==> src/rtl/bspe_pkg.sv <==
// Shared constants, codes and types of the B-spline point evaluator.
`default_nettype none
package bspe_pkg;

  localparam int MAX_KNOTS   = 64;
  localparam int MAX_ORDER   = 8;
  localparam int VALUE_WIDTH = 32;

  localparam int ADDR_W  = 6;   // knot and coefficient table index
  localparam int TX_W    = 33;  // knot offset t - x
  localparam int PROD_W  = 65;  // offset times coefficient
  localparam int NUM_W   = 66;  // numerator magnitude
  localparam int DEN_W   = 34;  // denominator magnitude
  localparam int TX_N    = 2 * (MAX_ORDER - 1);

  localparam logic [1:0] OP_KNOT = 2'd0;
  localparam logic [1:0] OP_COEF = 2'd1;
  localparam logic [1:0] OP_EVAL = 2'd2;

  localparam logic [1:0] ST_OK    = 2'd0;
  localparam logic [1:0] ST_RANGE = 2'd1;
  localparam logic [1:0] ST_ERROR = 2'd2;

  localparam logic CFG_ORDER = 1'b0;
  localparam logic CFG_KNOTS = 1'b1;

  typedef struct packed {
    logic               start;
    logic               neg;
    logic [NUM_W-1:0]   num_mag;
    logic [DEN_W-1:0]   den_mag;
  } div_req_t;

  typedef struct packed {
    logic                   done;
    logic [VALUE_WIDTH-1:0] value;
  } div_rsp_t;

endpackage
`default_nettype wire

==> src/rtl/bspe_tables.sv <==
// Knot and coefficient memories with one write port and registered reads.
`default_nettype none
module bspe_tables
  import bspe_pkg::*;
(
  input  wire logic                   clk,
  input  wire logic                   knot_we,
  input  wire logic                   coef_we,
  input  wire logic [ADDR_W-1:0]      waddr,
  input  wire logic [VALUE_WIDTH-1:0] wdata,
  input  wire logic [ADDR_W-1:0]      knot_raddr,
  input  wire logic [ADDR_W-1:0]      coef_raddr,
  output logic [VALUE_WIDTH-1:0]      knot_q,
  output logic [VALUE_WIDTH-1:0]      coef_q
);

  logic [VALUE_WIDTH-1:0] knot_mem [MAX_KNOTS];
  logic [VALUE_WIDTH-1:0] coef_mem [MAX_KNOTS];

  always_ff @(posedge clk) begin
    if (knot_we) begin
      knot_mem[waddr] <= wdata;
    end
    knot_q <= knot_mem[knot_raddr];
  end

  always_ff @(posedge clk) begin
    if (coef_we) begin
      coef_mem[waddr] <= wdata;
    end
    coef_q <= coef_mem[coef_raddr];
  end

endmodule
`default_nettype wire

==> config.mk <==
export PLATFORM = sky130hd
export DESIGN_NAME = bspe_tables
export DESIGN_NICKNAME = d
export VERILOG_FILES = /design/src/rtl/bspe_pkg.sv /design/src/rtl/bspe_tables.sv
export SDC_FILE = /design/constraint.sdc
export NUM_CORES = 2
export LEC_CHECK = 0
export BUFFER_PORTS_ARGS = -buffer_cell sky130_fd_sc_hd__buf_4
export CAP_MARGIN = 15
export CORE_MARGIN = 4
export CORE_UTILIZATION = 30
export DETAILED_ROUTE_END_ITERATION = 8
export SLEW_MARGIN = 10
export SYNTH_ARGS = -nofsm -noshare
export SYNTH_HDL_FRONTEND = slang
export SYNTH_SLANG_ARGS = --single-unit
==> constraint.sdc <==
create_clock -name clk -period 4.7 [get_ports clk]
set_input_delay 0.47 -clock clk [delete_from_list [all_inputs] [get_ports clk]]
set_output_delay 0.47 -clock clk [all_outputs]
set_load 0.01 [all_outputs]
# == Yosys cells after proc, flatten, opt, wreduce, memory -nomap -nowiden ==
# Memories as Yosys holds them, arrays and structs flattened. A register that Yosys moved wholly into a read port is not among the register bits.
# Index checks and enable logic that the tools add are counted.
# totals
register_bits,0
latchBits,0
ramBits,4096
rom_bits,0
inputBits,53
output_inout_bits,64
wordCells,6
mem_count,2
# classes
n_addsub,0
n_mul,0
n_div,0
n_lt_le_gt_ge,0
eq_ne,0
n_shift,0
mux,4
bitwise,0
n_reduce_logical,0
# mem_list
name,depth,width,read_ports,rd_clocked_by_memory_dff,write_ports,line,rtl
coef_mem,64,32,1,1,1,bspe_tables.sv:18,logic [VALUE_WIDTH-1:0] coef_mem [MAX_KNOTS];
knot_mem,64,32,1,1,1,bspe_tables.sv:17,logic [VALUE_WIDTH-1:0] knot_mem [MAX_KNOTS];
# op_table
op,n
$mux 1,4

# == Depth between registers and ports, before layout ==
# depth
depth_word,2
ltp_mapped,9
ltp_nobuf,5

# == Worst setup path after synthesis ==
# No wires, ideal clock.
# synth_path
path_type,input port to flip-flop
startpoint,input waddr[2]
endpoint,"memory knot_mem[44][0], enable pin"
setup_time_ns,0.421
arrival_time_ns,2.926
t_required_ns,4.279
slack_ns,1.353
stages,6
n_path_buf,2
cell_sequence,clkbuf_1 -> or3b_2 -> clkbuf_1 -> inv_1 -> nand2_1 -> nor2_1
# synth_rtl
item,line,rtl
"start, declared",bspe_tables.sv:9,"input wire logic [ADDR_W-1:0] waddr,"
"end, declared",bspe_tables.sv:17,
# No word-level cell before the write port.

==> results.toml <==
[worst_setup_path]
required_ps = 5540
slowest_delay_ps = 650
reg2reg_depth = 4
startpoint_type = "primary input"
end_kind = "flip-flop"
critPathMostFrequentCell = "buf_4"
reg2reg_slack_ps = 2260
worst_ep_arrival_time_ps = 3590
worstPathMaxFanout = 90
critical_path_class = "primary input to flip-flop"
cpMaxStageDelayCell = "buf_8"
worst-path-buf-inv = 4
r2r-start = "knot_mem[59][31]"
startpoint = "coef_raddr[1]"
crit_end = "coef_q[20]"
path_depth = 9
crit_chain = "buf_8 -> buf_12 -> buf_4 -> buf_4 -> mux4_2 -> mux2i_1 -> a22oi_1 -> nand2_1 -> a21oi_1"
worst_path_dominant_cell_family = "buffers and inverters"
r2r_end = "knot_q[31]"

[drt]
antenna_left = 0
vias = 74500
drt_wl_total_um = 426000
vias_per_cell = 5.10
firstDrtPassIters = 6
first_iter_violations = 8771
drc = 0
wire_per_inst_um = 29.1

[timing]
setup_viol = 0
finClkSkew_ps = 72.9
finalHoldViolCount = 0
tightestPinTransition_ps = 1220
fin_crit_ps = 2750
clock.fmax_mhz = 363
relSlewSlack_pct = 18.4
fin_crit_sh_pct = 58.6
fin_setup_tns_ps = 0
rsz0062_at_grt = "false"
drv_slew = 0

[yosys]
syn_area_um2 = 158000
ys_warn_count = 0
syn-instance-count = 6821
synth-seq-cells = 4160
async_flop_share_pct = 0
synthTopCellsByArea = "edfxtp_1 78%, mux4_2 15%, mux2i_1 2.0%, dfxtp_1 0.81%, a22oi_1 0.57%"
syn_avg_cell_area_um2 = 23.2
synth-edff-count = 4096
synthFlopType = "edfxtp_1"
ys_types = 53
yosysTopAreaCellShare_pct = 77.8
synth_nets = 6874
synth.yosys.seq_area_share_pct = 78.7
synth_area_leader_cell = "edfxtp_1"

[floorplan]
initial_core_util_pct = 30.1
num_rows = 266
die-width_um = 734
io_pins = 117
fp.dieArea_um2 = 538000
die_h_um = 734
coreArea_um2 = 525000

[layout]
final_layout_size_suffix_gt1_share_pct = 29.7
nFillCells = 47700
fin_nets = 7392
seqCellArea_um2 = 124000
layout_commonest_cell = "edfxtp_1"
final_cell_mix = "4096 x edfxtp_1, 1019 x mux4_2, 462 x buf_4"
area_growth_syn_to_layout_pct = 15.5
multi_input_area_um2 = 32700

[clock_tree]
clkLatencyLatePin_ps = 960
cts_made_buffers = 377
clockBufferDepth = 4
cts.sinks = 4160
htreeDepth = 5
cts_resized = 0
ctsRootBufferMaster = "clkbuf_16"
path_clk_slew_ps = 60
cts_tree = "done"

[placed_design]
port_buffers = 116
gp_congestion = 0.800
dp.final_hpwl_um = 253000

[global_route]
grt_pass1_wl_um = 599000
grt_pass1_vias = 76100
grtUsageTotal_pct = 15.4
grt-ovfl-total = 0
grt_max_degree = 129
antenna_found_initial = 31

[power_and_ir_drop]
p_switching_uw = 16300
peakVddDrop_mv = 0.322
p_seq_share_pct = 54.2
p_comb_share_pct = 5.4
p_leak_uw = 0.0563
clock_power_share_pct = 40.4
sw_frac_of_total_pct = 21.4
power.density_nw_per_um2 = 417
report.power.total_uw = 76100
internal-power_uw = 59800

[job]
drv_cap = 0

[worst_hold_path]
worstHoldPathType = "primary input to flip-flop"

[status]
outcome = "finished clean"
## layout make-up
| class | instances | area share (%) |
|---|---|---|
| Clock inverter | 218 | 1.23 |
| Inverter | 15 | 0.0309 |
| Multi-Input combinational cell | 2270 | 17.9 |
| Antenna cell | 7 | 0.00960 |
| Timing Repair Buffer | 515 | 2.43 |
| Clock buffer | 461 | 5.45 |
| Tap cell | 6968 | 4.78 |
| Sequential cell | 4160 | 68.1 |
## Yosys cell counts, drive strengths merged (2+ instances only)
cell type	instances
edfxtp	4096
mux4	1019
mux2i	322
buf	234
nand2	192
nor2	158
clkbuf	142
a22oi	121
dfxtp	64
o22ai	62
o211ai	52
mux2	51
a21oi	42
nor2b	37
a211oi	31
nand3	25
nand4	25
nor3	23
o2bb2a	19
a32oi	18
inv	15
nand3b	9
nand2b	7
o21ai	5
or3	5
a2111oi	4
a311o	4
o311ai	4
o31a	4
a2bb2oi	3
and2	3
and4b	3
and4bb	3
or3b	3
a31oi	2
o2111ai	2
or2	2
## how the worst min path moves through the flow
stage,from,to,slack [ps],cells past startpoint
2_1_floorplan,wdata[0],coef_mem[0][0],570,0
3_3_place_gp,coef_mem[54][30],coef_q[30],860,4
3_5_place_dp,coef_q[4],coef_q[4],880,1
4_1_cts,wdata[10],knot_mem[25][10],1,1
5_1_grt,wdata[10],knot_mem[24][10],50,1
6_report,wdata[18],coef_mem[27][18],70,1
## power groups by stage
stage / Combinational, uW / Sequential (uW) / Clock, uW
after detailed placement: 4170 / 42100 / 0
after floorplan: 2020 / 42000 / 0
after global routing: 4330 / 41300 / 32800
after CTS: 4180 / 41300 / 31300
final: 4130 / 41300 / 30700
after global placement: 4100 / 42100 / 0
## kinds of logic (layout without fill, tap and decap cells)
kind of cell / after synthesis / after routing / synth area share [%]
DFF: 4160 / 4160 / 78.7
AOI/OAI and AO/OA: 378 / 378 / 1.75
other: 0 / 7 / 0
muxes: 1392 / 1392 / 16.9
and+or+nand+nor: 500 / 500 / 1.43
buffers and inverters: 391 / 1209 / 1.23
## registers in the layout, summed over array words and instances (netlist names)
name	flops
coef_mem	2048
coef_q	32
knot_mem	2048
knot_q	32
## metrics by stage
stage | worst slack [ps] | std cells | utilization, % | area, um2 | hold WS (ps)
CTS | 1980 | 14600 | 34.8 | 182000 | 1.06
detailed placement | 983 | 13900 | 32.4 | 170000 | 879
global route | 1840 | 14600 | 34.8 | 182000 | 45.1
floorplan | 1350 | 6821 | - | 158000 | 569
global placement | 1010 | 13900 | 32.4 | 170000 | 864
finish | 1950 | 14600 | 34.8 | 182000 | 68.3
## layer usage
metal | vias to the layer above | global-route usage, % | part of all wire, %
met5 | - | 0 | 0.028
met4 | 20 | 5.36 | 3.7
met3 | 575 | 2.30 | 7.2
met2 | 3005 | 26.1 | 50
met1 | 40900 | 20.2 | 39
li1 | 30100 | - | -
## timing repair
action / in CTS / in global routing
hold buffers: 7 / 0
buffers inserted: 0 / 0
hold endpoints to repair: 82 / 0
No activity file was read; power rests on OpenSTA's default activity.
