$ cat config.mk
export PLATFORM = sky130hd
export DESIGN_NAME = bspe_div
export DESIGN_NICKNAME = d
export VERILOG_FILES = /design/src/rtl/bspe_pkg.sv /design/src/rtl/bspe_div.sv
export SDC_FILE = /design/constraint.sdc
export NUM_CORES = 1
export LEC_CHECK = 0
export BUFFER_PORTS_ARGS = -buffer_cell sky130_fd_sc_hd__buf_2
export CORE_MARGIN = 1.5
export CORE_UTILIZATION = 50
export DETAILED_ROUTE_END_ITERATION = 10
export HOLD_SLACK_MARGIN = 0.1
export PLACE_DENSITY = 0.71
export SYNTH_ARGS = -nofsm -noshare
export SYNTH_HDL_FRONTEND = slang
export SYNTH_SLANG_ARGS = --single-unit
$ cat constraint.sdc
create_clock -name clk -period 4.72 [get_ports clk]
set_input_delay 0.236 -clock clk [delete_from_list [all_inputs] [get_ports clk]]
set_output_delay 0.236 -clock clk [all_outputs]
set_load 0.02 [all_outputs]
$ cat src/rtl/bspe_pkg.sv
// Shared constants, codes and types of the B-spline point evaluator.
`default_nettype none
package bspe_pkg;

  localparam int MAX_KNOTS   = 64;
  localparam int MAX_ORDER   = 8;
  localparam int VALUE_WIDTH = 32;

  localparam int ADDR_W  = 6;   // knot and coefficient table index
  localparam int TX_W    = 33;  // knot offset t - x
  localparam int PROD_W  = 65;  // offset times coefficient
  localparam int NUM_W   = 66;  // numerator magnitude
  localparam int DEN_W   = 34;  // denominator magnitude
  localparam int TX_N    = 2 * (MAX_ORDER - 1);

  localparam logic [1:0] OP_KNOT = 2'd0;
  localparam logic [1:0] OP_COEF = 2'd1;
  localparam logic [1:0] OP_EVAL = 2'd2;

  localparam logic [1:0] ST_OK    = 2'd0;
  localparam logic [1:0] ST_RANGE = 2'd1;
  localparam logic [1:0] ST_ERROR = 2'd2;

  localparam logic CFG_ORDER = 1'b0;
  localparam logic CFG_KNOTS = 1'b1;

  typedef struct packed {
    logic               start;
    logic               neg;
    logic [NUM_W-1:0]   num_mag;
    logic [DEN_W-1:0]   den_mag;
  } div_req_t;

  typedef struct packed {
    logic                   done;
    logic [VALUE_WIDTH-1:0] value;
  } div_rsp_t;

endpackage
`default_nettype wire

$ cat src/rtl/bspe_div.sv
// Radix-2 restoring divider with signed saturation of the quotient.
`default_nettype none
module bspe_div
  import bspe_pkg::*;
(
  input  wire logic     clk,
  input  wire logic     rst,
  input  wire div_req_t req,
  output div_rsp_t      rsp
);

  logic                   busy;
  logic [4:0]             cnt;
  logic [DEN_W-1:0]       rem;
  logic [DEN_W-1:0]       den;
  logic [31:0]            nlo;
  logic [31:0]            quo;
  logic                   ovf;
  logic                   neg;
  logic                   done;
  logic [DEN_W:0]         trial;
  logic [VALUE_WIDTH-1:0] sat;

  assign trial = {rem, nlo[31]};

  always_ff @(posedge clk) begin
    if (rst) begin
      busy <= 1'b0;
      done <= 1'b0;
      cnt  <= '0;
    end else begin
      done <= 1'b0;
      if (req.start) begin
        busy <= 1'b1;
        cnt  <= '0;
      end else if (busy) begin
        cnt <= cnt + 5'd1;
        if (cnt == 5'd31) begin
          busy <= 1'b0;
          done <= 1'b1;
        end
      end
    end
  end

  always_ff @(posedge clk) begin
    if (req.start) begin
      // A quotient of 2^32 or more saturates whatever its low bits are.
      ovf <= req.num_mag >= {req.den_mag, 32'd0};
      rem <= req.num_mag[NUM_W-1:32];
      nlo <= req.num_mag[31:0];
      den <= req.den_mag;
      neg <= req.neg;
      quo <= '0;
    end else if (busy) begin
      nlo <= {nlo[30:0], 1'b0};
      if (trial >= {1'b0, den}) begin
        rem <= DEN_W'(trial - {1'b0, den});
        quo <= {quo[30:0], 1'b1};
      end else begin
        rem <= trial[DEN_W-1:0];
        quo <= {quo[30:0], 1'b0};
      end
    end
  end

  always_comb begin
    if (!neg) begin
      sat = (ovf || quo[31]) ? 32'h7FFF_FFFF : quo;
    end else if (ovf || quo > 32'h8000_0000) begin
      sat = 32'h8000_0000;
    end else begin
      sat = 32'(~quo + 32'd1);
    end
  end

  assign rsp.done  = done;
  assign rsp.value = sat;

endmodule
`default_nettype wire

# --- Word level (Yosys, flattened, before mapping) ---
# Cells that the tools add are included.
word_totals:
  ff_bits: 141
  in_bits: 104
  wordCells: 36
op_classes:
  n_addsub: 3
  magnitude_cmp: 3
  eq_ne: 1
  mux: 13
  bitwise_logic: 2
  reduce_logical: 5
ops:
  columns: ["operator", "count"]
  rows:
  - ["32-bit 2-to-1 mux", 5]
  - ["34-bit 2-to-1 mux", 3]
  - ["66-bit >= comparator", 1]
  - ["35-bit by 34-bit >= comparator with 1-bit output", 1]
  - ["34-bit subtractor", 1]
  - ["32-bit by 1-bit adder with 32-bit output (second input constant)", 1]
  - ["32-bit > comparator (second input constant)", 1]
  - ["32-bit inverter", 1]
  - ["5-bit by 1-bit adder with 5-bit output (second input constant)", 1]
  - ["5-bit == test (second input constant)", 1]
  - ["1-bit 2-to-1 mux", 5]
  - ["3-bit OR reduction", 1]
  - ["1-bit logical OR", 2]
  - ["2-bit nonzero test", 1]
  - ["2-bit OR reduction", 1]
  - ["1-bit inverter", 1]

# --- Logic depth before layout (Yosys ltp) ---
logic_depth:
  depth_word: 4
  ltp_mapped: 13
  ltp_nobuf: 11

# --- Worst setup path after synthesis ---
# No wires, ideal clock.
synth_path:
  kind: "register -> output"
  startpoint: "register quo[0]"
  endpoint: "output rsp[26] in the netlist's numbering"
  arrival_time_ps: 3356
  required_ps: 4484
  slack_ps: 1128
  stages_incl_launch_ff: 11
  path_buffers: 1
  cell_sequence: "dfxtp_1 inv_1 ha_1 or3b_4 or4_4 or4_4 or4_4 or3_1 clkbuf_2 o41ai_1 a211o_1"
synth_lines:
  columns: ["item", "line", "rtl"]
  rows:
  - ["start, declared", "bspe_div.sv:17", "logic [31:0] quo;"]
  - ["start signal, assigned", "bspe_div.sv:59", "quo <= {quo[30:0], 1'b1};"]
  - ["start signal, assigned", "bspe_div.sv:62", "quo <= {quo[30:0], 1'b0};"]
  - ["end, declared", "bspe_div.sv:9", "output div_rsp_t rsp"]

==> metrics.cfg <==
[critical_path]
reg2reg_to = rem[10]
worst-path-max-fanout = 6
reg2reg_depth = 9
crit-reg2reg-launch = rem[7]
path_class = reg -> out
regToRegSetupSlack_ps = 1190
timing.critical_path.required_ps = 4480
critical_path.endpoint_type = primary output
startpoint_class = flip-flop
timing.critical_path.arrival_ps = 4060

[finish]
layout-drive-gt1-share_pct = 18.5
area_growth_syn_to_layout_pct = 18.5
num-fill-cells = 1657
sequential_cell_area_um2 = 3840
final-instance-count-excl-fill = 1460
finalNetCount = 1387
multi_input_area_um2 = 5190

[detailed_routing]
drtPass1Iterations = 7
drcViolationCount = 0
wirelength_um = 23500
drt-wirelength-per-cell_um = 16.1
drt.antenna.violating_nets = 0
dr_total_vias = 8357
drt-initial-drc-count = 612
vias_per_cell = 5.72

[synthesis]
yosysSeqAreaShare_pct = 40.1
yosys.cell_types.count = 69
post_synth_inst_count = 1067
synth_enable_flop_cells = 102
area_of_the_mapped_netlist_um2 = 9600
syn-num-nets = 1243
synth-main-ff-cell = edfxtp_1
synth_seq_cells = 141
share_of_synthesized_flip_flops_with_an_asynchronous_set_or_reset_pct = 0
avgSynthCellArea_um2 = 8.99
yosys_warnings = 0

[sta]
final_min_period_over_clock_period_pct = 91.0
timing.max_slew.rel_slack_pct = 36.9
timing.final.max_slew_violations = 0
fin_setup_tns_ps = 0
clock_skew_ps = 11.8
min_tclk_post_route_ps = 4300
fmax_mhz = 233
timing.final.ws_setup_ps = 423
timing_hold_violations_final = 0
finalSetupViolations = 0
rsz0062_at_grt = no
hold_ws_ps = 120
worstMarginPinSlew_ps = 946

[clocking]
htree_num_levels = 4
clock_insertion_delay_worst_skew_ps = 430
cts.path.max_buffers = 2
postCtsSetupRepairBufs = 0
ctsRootBufferMaster = clkbuf_16
clock_tree_from_tritoncts = done
clkSlewWorstSetupHoldPaths_ps = 60
cts-buffers-inserted = 17
numClockSinks = 141

[worst_hold_path]
worst_hold_launch = req[52]
hold_critical_path_endpoint = nlo[18]
min_delay_path_depth = 2
worst_hold_path_type = in -> reg

[floorplan]
floorplan.initialDensity_pct = 51.1
die_h_um = 142
design.die.area_um2 = 20000
die-width_um = 142
num_io_pins = 137
placeableCoreArea_um2 = 18800
fp_rows = 50

[power]
sw_frac_of_total_pct = 35.0
finalPower_mw = 4.56
static-leakage-power_nw = 5.11
ir_worst_vdd_uv = 273
cellPowerDensity_nw_per_um2 = 401
p_sw_mw = 1.59
power_frac_clock_pct = 29.6
power.combinational.fraction_pct = 35.9
internal_power_mw = 2.96
seq_power_share_pct = 34.5

[global_route]
global_route.usage.total_pct = 24.5
first_global_vias = 8007
grt_max_degree = 67
grt_antenna_before_repair = 2
first_pass_grt_wire_length_um = 39100
grt.met2_usage_pct = 40.5
global_route.overflow_total = 0
globalRouteMet1Util_pct = 32.6
grt_use_met3_pct = 4.99
globalRoute.busiestLayer = met2

[place]
hpwl_um = 16800
cell_count_after_placement = 1390
preCtsSetupSlack_ps = 896
routability_congestion = 0.880
io_buffer_count = 136

[run_status]
outcome = completed

[flow_run]
timing.max_cap.violations = 0

metrics by stage:
step | util (%) | cell area [µm²]
global route | 60.6 | 11400
detailed placement | 55.5 | 10400
CTS | 60.6 | 11400
finish | 60.6 | 11400
floorplan | - | 9600
global placement | 55.5 | 10400
repair_timing:
item	4_1_cts	5_1_grt
hold buffers	36	0
resized for setup	0	0
hold endpoints to repair	36	0
flip-flops by register name (all words and copies together) (netlist names):
signal and count:
busy 1, cnt 5, den 34, done 1, neg 1, nlo 32, ovf 1, quo 32
rem 34
layer usage:
metal,vias up,share of wire [%]
met4,0,1.5
li1,4170,-
met5,-,0
met1,3939,46
met3,28,5.4
met2,220,47
cells by family (layout without fill, tap and decap cells):
group           Yosys count  after routing  synth area share (%)
fa+ha+maj                72             72                  9.47
mux                      67             67                  7.41
simple gates            360            360                  18.0
xor+xnor                 22             22                  2.01
flops                   141            141                  40.1
buf+inv                 146            303                  5.84
other cells               0              2                     0
compound gates          259            259                  17.3
power by group through the flow:
stage | Combinational, mW | Sequential [mW] | Clock (mW)
finish | 1.64 | 1.57 | 1.35
global route | 1.83 | 1.59 | 1.43
CTS | 1.63 | 1.57 | 1.37
detailed placement | 1.59 | 1.59 | 0
global placement | 1.57 | 1.59 | 0
floorplan | 1.21 | 1.57 | 0
cells in the mapped netlist, drive strengths merged (7+ instances only):
cell,number,area share [%]
a21o,23,1.8
ha,71,9.3
mux2,32,3.8
a211o,11,1.0
edfxtp,102,32
nand3,13,0.68
inv,90,3.5
clkbuf,51,2.0
dfxtp,39,8.1
a31oi,26,1.7
mux2i,35,3.7
or4,10,0.90
o211ai,8,0.63
nor4,15,0.98
nand2b,7,0.46
nor2,119,4.7
o21a,8,0.63
o21ai,49,2.6
nor3b,9,0.70
xnor2,15,1.4
nand4,18,1.2
a21oi,79,4.1
xor2,7,0.64
or3,17,1.1
nor3,33,1.7
nand2,93,3.6
layout make-up:
class                   instances  share of cell area [%]
diodes                          2                  0.0440
multi-input cells             780                    45.7
well taps                     234                    2.58
inverters                      90                    2.97
clock inverters                15                    1.40
flip-flops and latches        141                    33.8
clock buffers                  17                    3.74
repair buffers                181                    9.77
cells in the final DEF (no fill, tap or decap), types with 16 or more instances in the layout:
cell type / instances
dfxtp_1: 38
nand2_1: 93
nand4_1: 18
inv_1: 89
ha_1: 71
a31oi_1: 26
o21ai_0: 49
edfxtp_1: 102
clkbuf_16: 17
mux2i_1: 35
nor3_1: 33
a21o_1: 22
mux2_2: 32
a21oi_1: 79
or3_1: 16
nor2_1: 118
buf_2: 135
dlygate4sd3_1: 36
how the worst max path moves through the flow:
stage | from | to | slack [ps] | depth (start not counted)
2_1_floorplan | quo[0] | rsp[26] | 1130 | 10
3_3_place_gp | quo[0] | rsp[26] | 1000 | 10
3_5_place_dp | quo[0] | rsp[26] | 900 | 11
4_1_cts | quo[0] | rsp[26] | 410 | 11
5_1_grt | quo[0] | rsp[22] | 190 | 11
6_report | quo[0] | rsp[26] | 420 | 11
worst max-delay path: stages, from the launching register on:
cell and delay (ps):
dfxtp_1 350, inv_1 100, ha_1 210, or3b_4 400
or4_4 450, or4_4 510, or4_4 500, or3_1 410
nor3_1 190, nor3_1 70, a211o_1 290, buf_2 160
Power figures use the tool's default switching activity.
